<file path="src/rtl/rvid_pkg.sv">
`default_nettype none
// ----------------------------------------------------------------------------
// rvid_pkg
// Shared types and encodings for the RV32I instruction decoder pipeline.
// ----------------------------------------------------------------------------
package rvid_pkg;

  localparam int unsigned WordW = 32;
  localparam int unsigned IdW   = 6;
  localparam int unsigned RegW  = 5;
  localparam int unsigned OutW  = 56;  // id, rd, rs1, rs2, imm, zero pad to bytes

  typedef logic [WordW-1:0] word_t;
  typedef logic [IdW-1:0]   id_t;
  typedef logic [2:0]       fmt_t;

  // instruction formats
  localparam fmt_t FMT_R = 3'd0;
  localparam fmt_t FMT_I = 3'd1;
  localparam fmt_t FMT_S = 3'd2;
  localparam fmt_t FMT_B = 3'd3;
  localparam fmt_t FMT_U = 3'd4;
  localparam fmt_t FMT_J = 3'd5;

  // major opcodes
  localparam logic [6:0] OP_LUI    = 7'h37;
  localparam logic [6:0] OP_AUIPC  = 7'h17;
  localparam logic [6:0] OP_JAL    = 7'h6F;
  localparam logic [6:0] OP_JALR   = 7'h67;
  localparam logic [6:0] OP_BRANCH = 7'h63;
  localparam logic [6:0] OP_LOAD   = 7'h03;
  localparam logic [6:0] OP_STORE  = 7'h23;
  localparam logic [6:0] OP_IMM    = 7'h13;
  localparam logic [6:0] OP_REG    = 7'h33;
  localparam logic [6:0] OP_SYSTEM = 7'h73;

  localparam logic [6:0] F7_ZERO = 7'h00;
  localparam logic [6:0] F7_ALT  = 7'h20;

  // instruction numbers in listing order
  localparam id_t ID_LUI    = 6'd0;
  localparam id_t ID_AUIPC  = 6'd1;
  localparam id_t ID_JAL    = 6'd2;
  localparam id_t ID_JALR   = 6'd3;
  localparam id_t ID_BEQ    = 6'd4;
  localparam id_t ID_BNE    = 6'd5;
  localparam id_t ID_BLT    = 6'd6;
  localparam id_t ID_BGE    = 6'd7;
  localparam id_t ID_BLTU   = 6'd8;
  localparam id_t ID_BGEU   = 6'd9;
  localparam id_t ID_LB     = 6'd10;
  localparam id_t ID_LH     = 6'd11;
  localparam id_t ID_LW     = 6'd12;
  localparam id_t ID_LBU    = 6'd13;
  localparam id_t ID_LHU    = 6'd14;
  localparam id_t ID_SB     = 6'd15;
  localparam id_t ID_SH     = 6'd16;
  localparam id_t ID_SW     = 6'd17;
  localparam id_t ID_ADDI   = 6'd18;
  localparam id_t ID_SLTI   = 6'd19;
  localparam id_t ID_SLTIU  = 6'd20;
  localparam id_t ID_XORI   = 6'd21;
  localparam id_t ID_ORI    = 6'd22;
  localparam id_t ID_ANDI   = 6'd23;
  localparam id_t ID_SLLI   = 6'd24;
  localparam id_t ID_SRLI   = 6'd25;
  localparam id_t ID_SRAI   = 6'd26;
  localparam id_t ID_ADD    = 6'd27;
  localparam id_t ID_SUB    = 6'd28;
  localparam id_t ID_SLL    = 6'd29;
  localparam id_t ID_SLT    = 6'd30;
  localparam id_t ID_SLTU   = 6'd31;
  localparam id_t ID_XOR    = 6'd32;
  localparam id_t ID_SRL    = 6'd33;
  localparam id_t ID_SRA    = 6'd34;
  localparam id_t ID_OR     = 6'd35;
  localparam id_t ID_AND    = 6'd36;
  localparam id_t ID_ECALL  = 6'd37;
  localparam id_t ID_EBREAK = 6'd38;

  // classification handed from the decode stage to the output stage
  typedef struct packed {
    logic ok;
    id_t  id;
    fmt_t fmt;
  } cls_t;

endpackage
`default_nettype wire

</file>
<file path="src/rtl/rv32i_instruction_decoder_top.sv">
`default_nettype none
// ----------------------------------------------------------------------------
// rv32i_instruction_decoder_top
// Pipelined RV32I decoder: instruction number, register indices, immediate.
// ----------------------------------------------------------------------------
//  channel | dir | ports                        | content
//  in_     | in  | tvalid tready tdata[31:0]    | instruction word
//  out_    | out | tvalid tready tdata[55:0]    | id, rd, rs1, rs2, immediate
//          |     | tuser[0]                     | recognized flag
//
//  One request per cycle while out_tready does not stall; three register
//  stages (capture, classify, field assembly) lie between in_ and out_.
//  A stall at out_tready freezes all stages together; in_tready follows it.
//  Reset clears the stage valid bits only.
// ----------------------------------------------------------------------------
module rv32i_instruction_decoder_top (
  input  wire logic        clk,
  input  wire logic        rst_n,
  input  wire logic        in_tvalid,
  output logic             in_tready,
  input  wire logic [31:0] in_tdata,   // [31:0] instr_word
  output logic             out_tvalid,
  input  wire logic        out_tready,
  output logic [55:0]      out_tdata,  // [5:0] instr_id, [10:6] dest_reg,
                                       // [15:11] src1_reg, [20:16] src2_reg,
                                       // [52:21] immediate, [55:53] zero
  output logic [0:0]       out_tuser   // [0] valid_res
);
  import rvid_pkg::*;

  logic  adv;
  logic  a_vld_r;
  word_t a_word_r;
  logic  b_vld_r;
  word_t b_word_r;
  cls_t  b_cls_r;
  logic  c_vld_r;
  logic [OutW-1:0] c_data_r;
  logic  c_ok_r;

  logic [OutW-1:0] c_data_nxt;
  word_t imm;
  logic [RegW-1:0] rd, rs1, rs2;

  // advance every stage whenever the output slot is free or being drained
  assign adv       = !c_vld_r || out_tready;
  assign in_tready = adv;

  always_ff @(posedge clk) begin
    if (!rst_n) begin
      a_vld_r <= 1'b0;
    end else if (adv) begin
      a_vld_r <= in_tvalid;
    end
  end

  always_ff @(posedge clk) begin
    if (adv) begin
      a_word_r <= in_tdata;
    end
  end

  rvid_classify u_cls (
    .clk    (clk),
    .rst_n  (rst_n),
    .en     (adv),
    .vld_i  (a_vld_r),
    .word_i (a_word_r),
    .vld_r  (b_vld_r),
    .word_r (b_word_r),
    .cls_r  (b_cls_r)
  );

  always_comb begin
    rd  = b_word_r[11:7];
    rs1 = b_word_r[19:15];
    rs2 = b_word_r[24:20];
    imm = '0;
    unique case (b_cls_r.fmt)
      FMT_I: begin
        rs2 = '0;
        imm = {{21{b_word_r[31]}}, b_word_r[30:20]};
      end
      FMT_S: begin
        rd  = '0;
        imm = {{21{b_word_r[31]}}, b_word_r[30:25], b_word_r[11:7]};
      end
      FMT_B: begin
        rd  = '0;
        imm = {{20{b_word_r[31]}}, b_word_r[7], b_word_r[30:25],
               b_word_r[11:8], 1'b0};
      end
      FMT_U: begin
        rs1 = '0;
        rs2 = '0;
        imm = {b_word_r[31:12], 12'd0};
      end
      FMT_J: begin
        rs1 = '0;
        rs2 = '0;
        imm = {{12{b_word_r[31]}}, b_word_r[19:12], b_word_r[20],
               b_word_r[30:21], 1'b0};
      end
      default: ;
    endcase
    // drop every field of an unrecognized word
    c_data_nxt = b_cls_r.ok ? {3'd0, imm, rs2, rs1, rd, b_cls_r.id} : '0;
  end

  always_ff @(posedge clk) begin
    if (!rst_n) begin
      c_vld_r <= 1'b0;
    end else if (adv) begin
      c_vld_r <= b_vld_r;
    end
  end

  always_ff @(posedge clk) begin
    if (adv) begin
      c_data_r <= c_data_nxt;
      c_ok_r   <= b_cls_r.ok;
    end
  end

  assign out_tvalid   = c_vld_r;
  assign out_tdata    = c_data_r;
  assign out_tuser[0] = c_ok_r;

`ifndef SYNTH
  a_unknown_zero: assert property (@(posedge clk) disable iff (!rst_n)
    (out_tvalid && !out_tuser[0]) |-> (out_tdata == '0))
    else $error("unrecognized word carries nonzero fields");

  a_id_range: assert property (@(posedge clk) disable iff (!rst_n)
    out_tvalid |-> (out_tdata[5:0] <= ID_EBREAK))
    else $error("instruction number out of range");

  a_branch_no_rd: assert property (@(posedge clk) disable iff (!rst_n)
    (out_tvalid && out_tuser[0] && out_tdata[5:0] >= ID_BEQ
     && out_tdata[5:0] <= ID_BGEU) |-> (out_tdata[10:6] == '0))
    else $error("branch result carries a destination register");

  a_out_hold: assert property (@(posedge clk) disable iff (!rst_n)
    (out_tvalid && !out_tready) |=>
      (out_tvalid && $stable(out_tdata) && $stable(out_tuser)))
    else $error("stalled result changed before it was taken");
`endif

endmodule
`default_nettype wire

</file>
<file path="src/rtl/rvid_classify.sv">
`default_nettype none
// ----------------------------------------------------------------------------
// rvid_classify
// Decode stage: opcode/funct3/funct7 classification of one word, registered.
// ----------------------------------------------------------------------------
module rvid_classify (
  input  wire logic          clk,
  input  wire logic          rst_n,
  input  wire logic          en,
  input  wire logic          vld_i,
  input  wire rvid_pkg::word_t word_i,
  output logic               vld_r,
  output rvid_pkg::word_t    word_r,
  output rvid_pkg::cls_t     cls_r
);
  import rvid_pkg::*;

  logic [6:0] op;
  logic [2:0] f3;
  logic [6:0] f7;
  cls_t       cls_nxt;

  assign op = word_i[6:0];
  assign f3 = word_i[14:12];
  assign f7 = word_i[31:25];

  always_comb begin
    cls_nxt = '{ok: 1'b1, id: ID_LUI, fmt: FMT_R};
    unique case (op)
      OP_LUI:   begin cls_nxt.fmt = FMT_U; cls_nxt.id = ID_LUI;   end
      OP_AUIPC: begin cls_nxt.fmt = FMT_U; cls_nxt.id = ID_AUIPC; end
      OP_JAL:   begin cls_nxt.fmt = FMT_J; cls_nxt.id = ID_JAL;   end
      OP_JALR: begin
        cls_nxt.fmt = FMT_I;
        cls_nxt.id  = ID_JALR;
        cls_nxt.ok  = (f3 == 3'd0);
      end
      OP_BRANCH: begin
        cls_nxt.fmt = FMT_B;
        unique case (f3)
          3'd0:    cls_nxt.id = ID_BEQ;
          3'd1:    cls_nxt.id = ID_BNE;
          3'd4:    cls_nxt.id = ID_BLT;
          3'd5:    cls_nxt.id = ID_BGE;
          3'd6:    cls_nxt.id = ID_BLTU;
          3'd7:    cls_nxt.id = ID_BGEU;
          default: cls_nxt.ok = 1'b0;
        endcase
      end
      OP_LOAD: begin
        cls_nxt.fmt = FMT_I;
        unique case (f3)
          3'd0:    cls_nxt.id = ID_LB;
          3'd1:    cls_nxt.id = ID_LH;
          3'd2:    cls_nxt.id = ID_LW;
          3'd4:    cls_nxt.id = ID_LBU;
          3'd5:    cls_nxt.id = ID_LHU;
          default: cls_nxt.ok = 1'b0;
        endcase
      end
      OP_STORE: begin
        cls_nxt.fmt = FMT_S;
        unique case (f3)
          3'd0:    cls_nxt.id = ID_SB;
          3'd1:    cls_nxt.id = ID_SH;
          3'd2:    cls_nxt.id = ID_SW;
          default: cls_nxt.ok = 1'b0;
        endcase
      end
      OP_IMM: begin
        cls_nxt.fmt = FMT_I;
        unique case (f3)
          3'd0: cls_nxt.id = ID_ADDI;
          3'd2: cls_nxt.id = ID_SLTI;
          3'd3: cls_nxt.id = ID_SLTIU;
          3'd4: cls_nxt.id = ID_XORI;
          3'd6: cls_nxt.id = ID_ORI;
          3'd7: cls_nxt.id = ID_ANDI;
          3'd1: begin
            cls_nxt.id = ID_SLLI;
            cls_nxt.ok = (f7 == F7_ZERO);
          end
          default: begin
            cls_nxt.id = (f7 == F7_ALT) ? ID_SRAI : ID_SRLI;
            cls_nxt.ok = (f7 == F7_ZERO) || (f7 == F7_ALT);
          end
        endcase
      end
      OP_REG: begin
        cls_nxt.fmt = FMT_R;
        if (f7 == F7_ZERO) begin
          unique case (f3)
            3'd0:    cls_nxt.id = ID_ADD;
            3'd1:    cls_nxt.id = ID_SLL;
            3'd2:    cls_nxt.id = ID_SLT;
            3'd3:    cls_nxt.id = ID_SLTU;
            3'd4:    cls_nxt.id = ID_XOR;
            3'd5:    cls_nxt.id = ID_SRL;
            3'd6:    cls_nxt.id = ID_OR;
            default: cls_nxt.id = ID_AND;
          endcase
        end else if (f7 == F7_ALT && f3 == 3'd0) begin
          cls_nxt.id = ID_SUB;
        end else if (f7 == F7_ALT && f3 == 3'd5) begin
          cls_nxt.id = ID_SRA;
        end else begin
          cls_nxt.ok = 1'b0;
        end
      end
      OP_SYSTEM: begin
        cls_nxt.fmt = FMT_I;
        cls_nxt.id  = word_i[20] ? ID_EBREAK : ID_ECALL;
        // rd, rs1, funct3 zero and imm 0 or 1
        cls_nxt.ok  = (word_i[19:7] == 13'd0) && (word_i[31:21] == 11'd0);
      end
      default: cls_nxt.ok = 1'b0;
    endcase
  end

  always_ff @(posedge clk) begin
    if (!rst_n) begin
      vld_r <= 1'b0;
    end else if (en) begin
      vld_r <= vld_i;
    end
  end

  always_ff @(posedge clk) begin
    if (en) begin
      word_r <= word_i;
      cls_r  <= cls_nxt;
    end
  end

endmodule
`default_nettype wire

</file>
<file path="config.mk">
export PLATFORM = sky130hd
export DESIGN_NAME = rv32i_instruction_decoder_top
export DESIGN_NICKNAME = d
export VERILOG_FILES = /design/src/rtl/rvid_pkg.sv /design/src/rtl/rv32i_instruction_decoder_top.sv /design/src/rtl/rvid_classify.sv
export SDC_FILE = /design/constraint.sdc
export NUM_CORES = 1
export LEC_CHECK = 0
export BUFFER_PORTS_ARGS = -buffer_cell sky130_fd_sc_hd__buf_2
export CAP_MARGIN = 30
export CORE_MARGIN = 2
export CORE_UTILIZATION = 50
export DETAILED_ROUTE_END_ITERATION = 6
export HOLD_SLACK_MARGIN = 0.1
export PLACE_DENSITY = 0.76
export SLEW_MARGIN = 0
export SYNTH_ARGS = -nofsm -noshare
export SYNTH_HDL_FRONTEND = slang
export SYNTH_SLANG_ARGS = --single-unit
</file>
<file path="constraint.sdc">
create_clock -name clk -period 6.6 [get_ports clk]
set_input_delay 1.98 -clock clk [delete_from_list [all_inputs] [get_ports clk]]
set_output_delay 1.98 -clock clk [all_outputs]
set_load 0.01 [all_outputs]
</file>
# == Word-level counts from Yosys, hierarchy flattened ==
# Cells that the tools add are included.
# Widths: inputs -> output; s select.
# word_totals
reg_bits,134
in_bits,36
out_inout_bits,59
# op_classes
n_eq_ne,23
muxes,20
bitwise_logic,1
n_reduce_logical,18
# ops
operator,n
$pmux 32 s5,1
$pmux 9 s10,1
$pmux 6 s7,2
$eq 7x6->1 const B,4
$eq 7x7->1 const B,4
$pmux 4 s6,1
$pmux 4 s5,1
$eq 3x3->1 const B,6
$mux 6,3
$pmux 5 s3,1
$eq 7x5->1 const B,2
$logic_not 13->1,1
$eq 3x2->1 const B,4
$reduce_or 3->1,4
$reduce_or 6->1,2
$logic_not 11->1,1
$pmux 1 s8,1
$eq 7x2->1 const B,1
$logic_not 7->1,1
$eq 3x1->1 const B,2
$mux 1,6
$reduce_or 5->1,1
$mux 2,2
$reduce_or 4->1,1
other kinds (6),9

# == Longest topological paths before layout ==
# depth
word_depth,6
ltp_mapped,6
ltp_nobuf,5

# == By module ==
# A second synthesis with hierarchy kept.
# hier_totals
cells_unflattened,381
area_unflattened_um2,5472.7
# by_module_without_submodules
mod,n_inst,cells_each,area_per_inst_um2,seq_area_each_um2
rv32i_instruction_decoder_top,1,210,3392.0,2622.5
rvid_classify,1,171,2080.7,1281.2

# == Least setup slack after synthesis ==
# OpenSTA, ideal clock, no wires.
# synth_timing
path_kind,in2out
startpoint,input port out_tready
endpoint,output port in_tready
arrival_ns,4.479
path_slack_ns,0.141
cell_stages,2
n_path_buf,0
cell_sequence,nor2b_1 inv_1
# synth_via
elab_chain_len,1
# synth_lines
element,line,text
from (decl),rv32i_instruction_decoder_top.sv:23,"input wire logic out_tready,"
$logic_or 1x1->1,rv32i_instruction_decoder_top.sv:46,assign adv = !c_vld_r || out_tready;
to (decl),rv32i_instruction_decoder_top.sv:20,"output logic in_tready,"
# Every way passes these cells.

# == Final worst setup path ==
# Ends and elaborated chain as after synthesis.

==> summary.md <==
| Metric | Value |
|---|---|
| Initial Util | 0.520 |
| CTS root buf | clkbuf_8 |
| Cell Area, Synth | between 0.005 and 0.006 mm2 |
| CP endpoint kind | primary output |
| Drt drc | 0 |
| First drt pass iteration count | 5 |
| RSZ-0062 raised after global routing | false |
| DRT iter0 DRCs | 219 |
| Die Y | ~110 um |
| Number of synthesized flops with an enable pin | 121 |
| Layout cell share with drive strength beyond 1 | 0.271 |
| Worst setup SP type | input pin |
| Yosys warns | 0 |
| Via density | ~5.3 |
| Routed via count | 3256 |
| Num CTS Buffers | 17 |
| Crit path max fanout | between 60 and 70 |
| Leak | about 2.7 nW |
| Final setup violation count | 0 |
| Final hold violation count | 0 |
| Die ar. | 0.0111 mm2 |
| Final std cells w/o fill | roughly 620 |
| Filler cells | 717 |
| Crit path required time | approximately 4600 ps |
| Register area share after synthesis | 0.720 |
| Fmax | a little over 0.2 GHz |
| Logic pwr share | 0.042 |
| Ant. Diodes | 0 |
| Cts repair resizes | 0 |
| Longest Clk Path Bufs | 2 |
| Yosys reg bits | ~120 |
| Worst hold path type | reg -> reg |
| Clock sinks | 124 |
| # Max-Cap Violations | 0 |
| Worst rel slew slack | 0.506 |
| Setup TNS | 0 ps |
| RD Place Congestion | around 0.92 |
| Crit path DAT | just under 3000 ps |
| Gate Count Post-Synth | around 380 |
| GRT Util Overall | 0.175 |
| # hold bufs at CTS | 0 |
| Slew @ Worst Pin | 741 ps |
| Std cell rows | 36 |
| Mapped Avg Cell Area | between 10 and 15 um2 |
| Vias in the first global route | slightly above 3000 |
| Clock transition at path regs | 60 ps |
| Postcts setup bufs | 0 |
| Initial antenna violation count | 0 |
| First-pass GRT wire length | 15.0 mm |
| I/O pin count | 95 |
| PortBufs | between 90 and 100 |
| Final worst-path cycle share | 0.749 |
| GRT Residual Overflow | 0 |
| Most frequent cells in the layout | 121 x edfxtp_1, 91 x buf_2, 37 x nand2_1, 22 x nor2_1, 20 x a21oi_1 |
| Dpl hpwl | 6.12 mm |
| Worst Skew | 7.19 ps |
| Switch share | 0.201 |
| Status | completed |
| CTS tree | done |
| Per-cell routed wire length | about 15 um |
| Internal Power | roughly 1.6 mW |
| Final slew viol count | 0 |
| Asr flop ratio synth | 0 |
| Ys flop type | edfxtp_1 |
| Worst ir drop on vdd | between 0.0002 and 0.0003 V |
| Pwr dens | 322 mW/mm2 |
| Htree depth | 4 |
| Core Area | between 0.009 and 0.01 mm2 |
| Synthesis-to-layout area growth | 23.6% |
| Most common cell after layout, fill and taps aside | edfxtp_1 |
| Clk pwr share | 0.499 |
| Antenna-violating nets left | 0 |
| Critical path class | in -> out |
| Sequential power share | 0.459 |
| Final wirelength | about 9.3 mm |
| Switching pwr | ~0.41 mW |
| Cells after DPL | around 590 |
| Largest net degree at the start of global routing | 64 |
| Nets | 508 |
| Crit path time final | approximately 4900 ps |
| Die Wd | 105 um |
| Netlist cell types | 51 |
| Clk_lat worst skew | between 500 and 600 ps |
[flip-flops by register name (all words and copies together), names as in the netlist]
register / flops
u_cls.cls_r: 10
out_tvalid: 1
u_cls.word_r: 25
out_tdata: 53
a_word_r: 32
out_tuser: 1
u_cls.vld_r: 1
a_vld_r: 1
[layer usage]
metal / share of wire / vias to the layer above / GRT usage
met5: 0 / - / 0
met4: 0.017 / 0 / 0.0733
met3: 0.072 / 18 / 0.0476
met2: 0.48 / 142 / 0.274
met1: 0.43 / 1512 / 0.232
li1: - / 1584 / -
[critical path: stages]
cell and delay [ps]:
buf_2 100, nor2b_1 300, inv_4 330, buf_2 250
[per-stage QoR]
| stage | area, um2 | utilization | power [mW] | setup slack [ps] | hold slack, ps |
|---|---|---|---|---|---|
| after floorplan | 5140 | - | 0.999 | 141 | 427 |
| after global placement | 5660 | 0.574 | 1.03 | 1670 | 433 |
| after detailed placement | 5690 | 0.577 | 1.04 | 1610 | 439 |
| after CTS | 6340 | 0.643 | 2.05 | 1610 | 455 |
| after global routing | 6340 | 0.643 | 2.10 | 1500 | 467 |
| final | 6340 | 0.643 | 2.04 | 1650 | 453 |
[cell usage after synthesis, types with 3 or more instances]
cell        n  area (um2)
o21a_1     13        97.6
buf_4       3        22.5
clkbuf_1   13        48.8
or2_2       4        25.0
dfxtp_1     3        60.1
and3_1     10        62.6
nand3_1     7        35.0
or3_1       3        18.8
a22oi_1     4        30.0
o21ai_0    15        75.1
a21boi_0   11        82.6
nor3_1      7        35.0
nand2b_1    3        18.8
and2_1     14        87.6
nor2_1     22        82.6
a21oi_1    20         100
buf_2       5        25.0
nand2_1    37         139
edfxtp_1  121        3630
nor2b_1    13        81.3
inv_1      12        45.0
nor4_1      5        31.3
[path summary, 6_finish.rpt]
kind	to	slack, ps	start	depth (start not counted)
hold / removal	u_cls.word_r[7]	450	a_word_r[7]	0
hold reg to reg	u_cls.word_r[7]	450	a_word_r[7]	0
setup / recovery	in_tready	1650	out_tready	4
setup reg to reg	out_tdata[9]	4460	out_tvalid	3
[final cells by class]
| type | instances | area, um2 | area share |
|---|---|---|---|
| Multi-Input combinational cell | 224 | 1290 | 0.203 |
| Tap cell | 133 | 166 | 0.0262 |
| Sequential cell | 124 | 3690 | 0.582 |
| Clock buffer | 17 | 414 | 0.0653 |
| Inverter | 12 | 47.5 | 0.00750 |
| Clock inverter | 14 | 241 | 0.0381 |
| Timing Repair Buffer | 93 | 490 | 0.0773 |
[cell families (layout without fill, tap and decap cells)]
group                     Yosys count  in the layout  share of synthesized area
AOI/OAI and AO/OA                  81             81                      0.102
xor gates and xnor gates            3              3                    0.00512
buffers and inverters              35            136                     0.0305
DFF                               124            124                      0.720
other                               1              3                   0.000731
and+or+nand+nor                   137            137                      0.142
[power groups by stage]
stage | clock [mW] | sequential (mW) | combinational (mW)
6_report | 1.02 | 0.937 | 0.0854
5_1_grt | 1.06 | 0.943 | 0.0950
4_1_cts | 1.03 | 0.937 | 0.0858
3_5_place_dp | 0 | 0.953 | 0.0852
3_3_place_gp | 0 | 0.954 | 0.0787
2_1_floorplan | 0 | 0.945 | 0.0542
No activity file was read; power rests on OpenSTA's default activity.
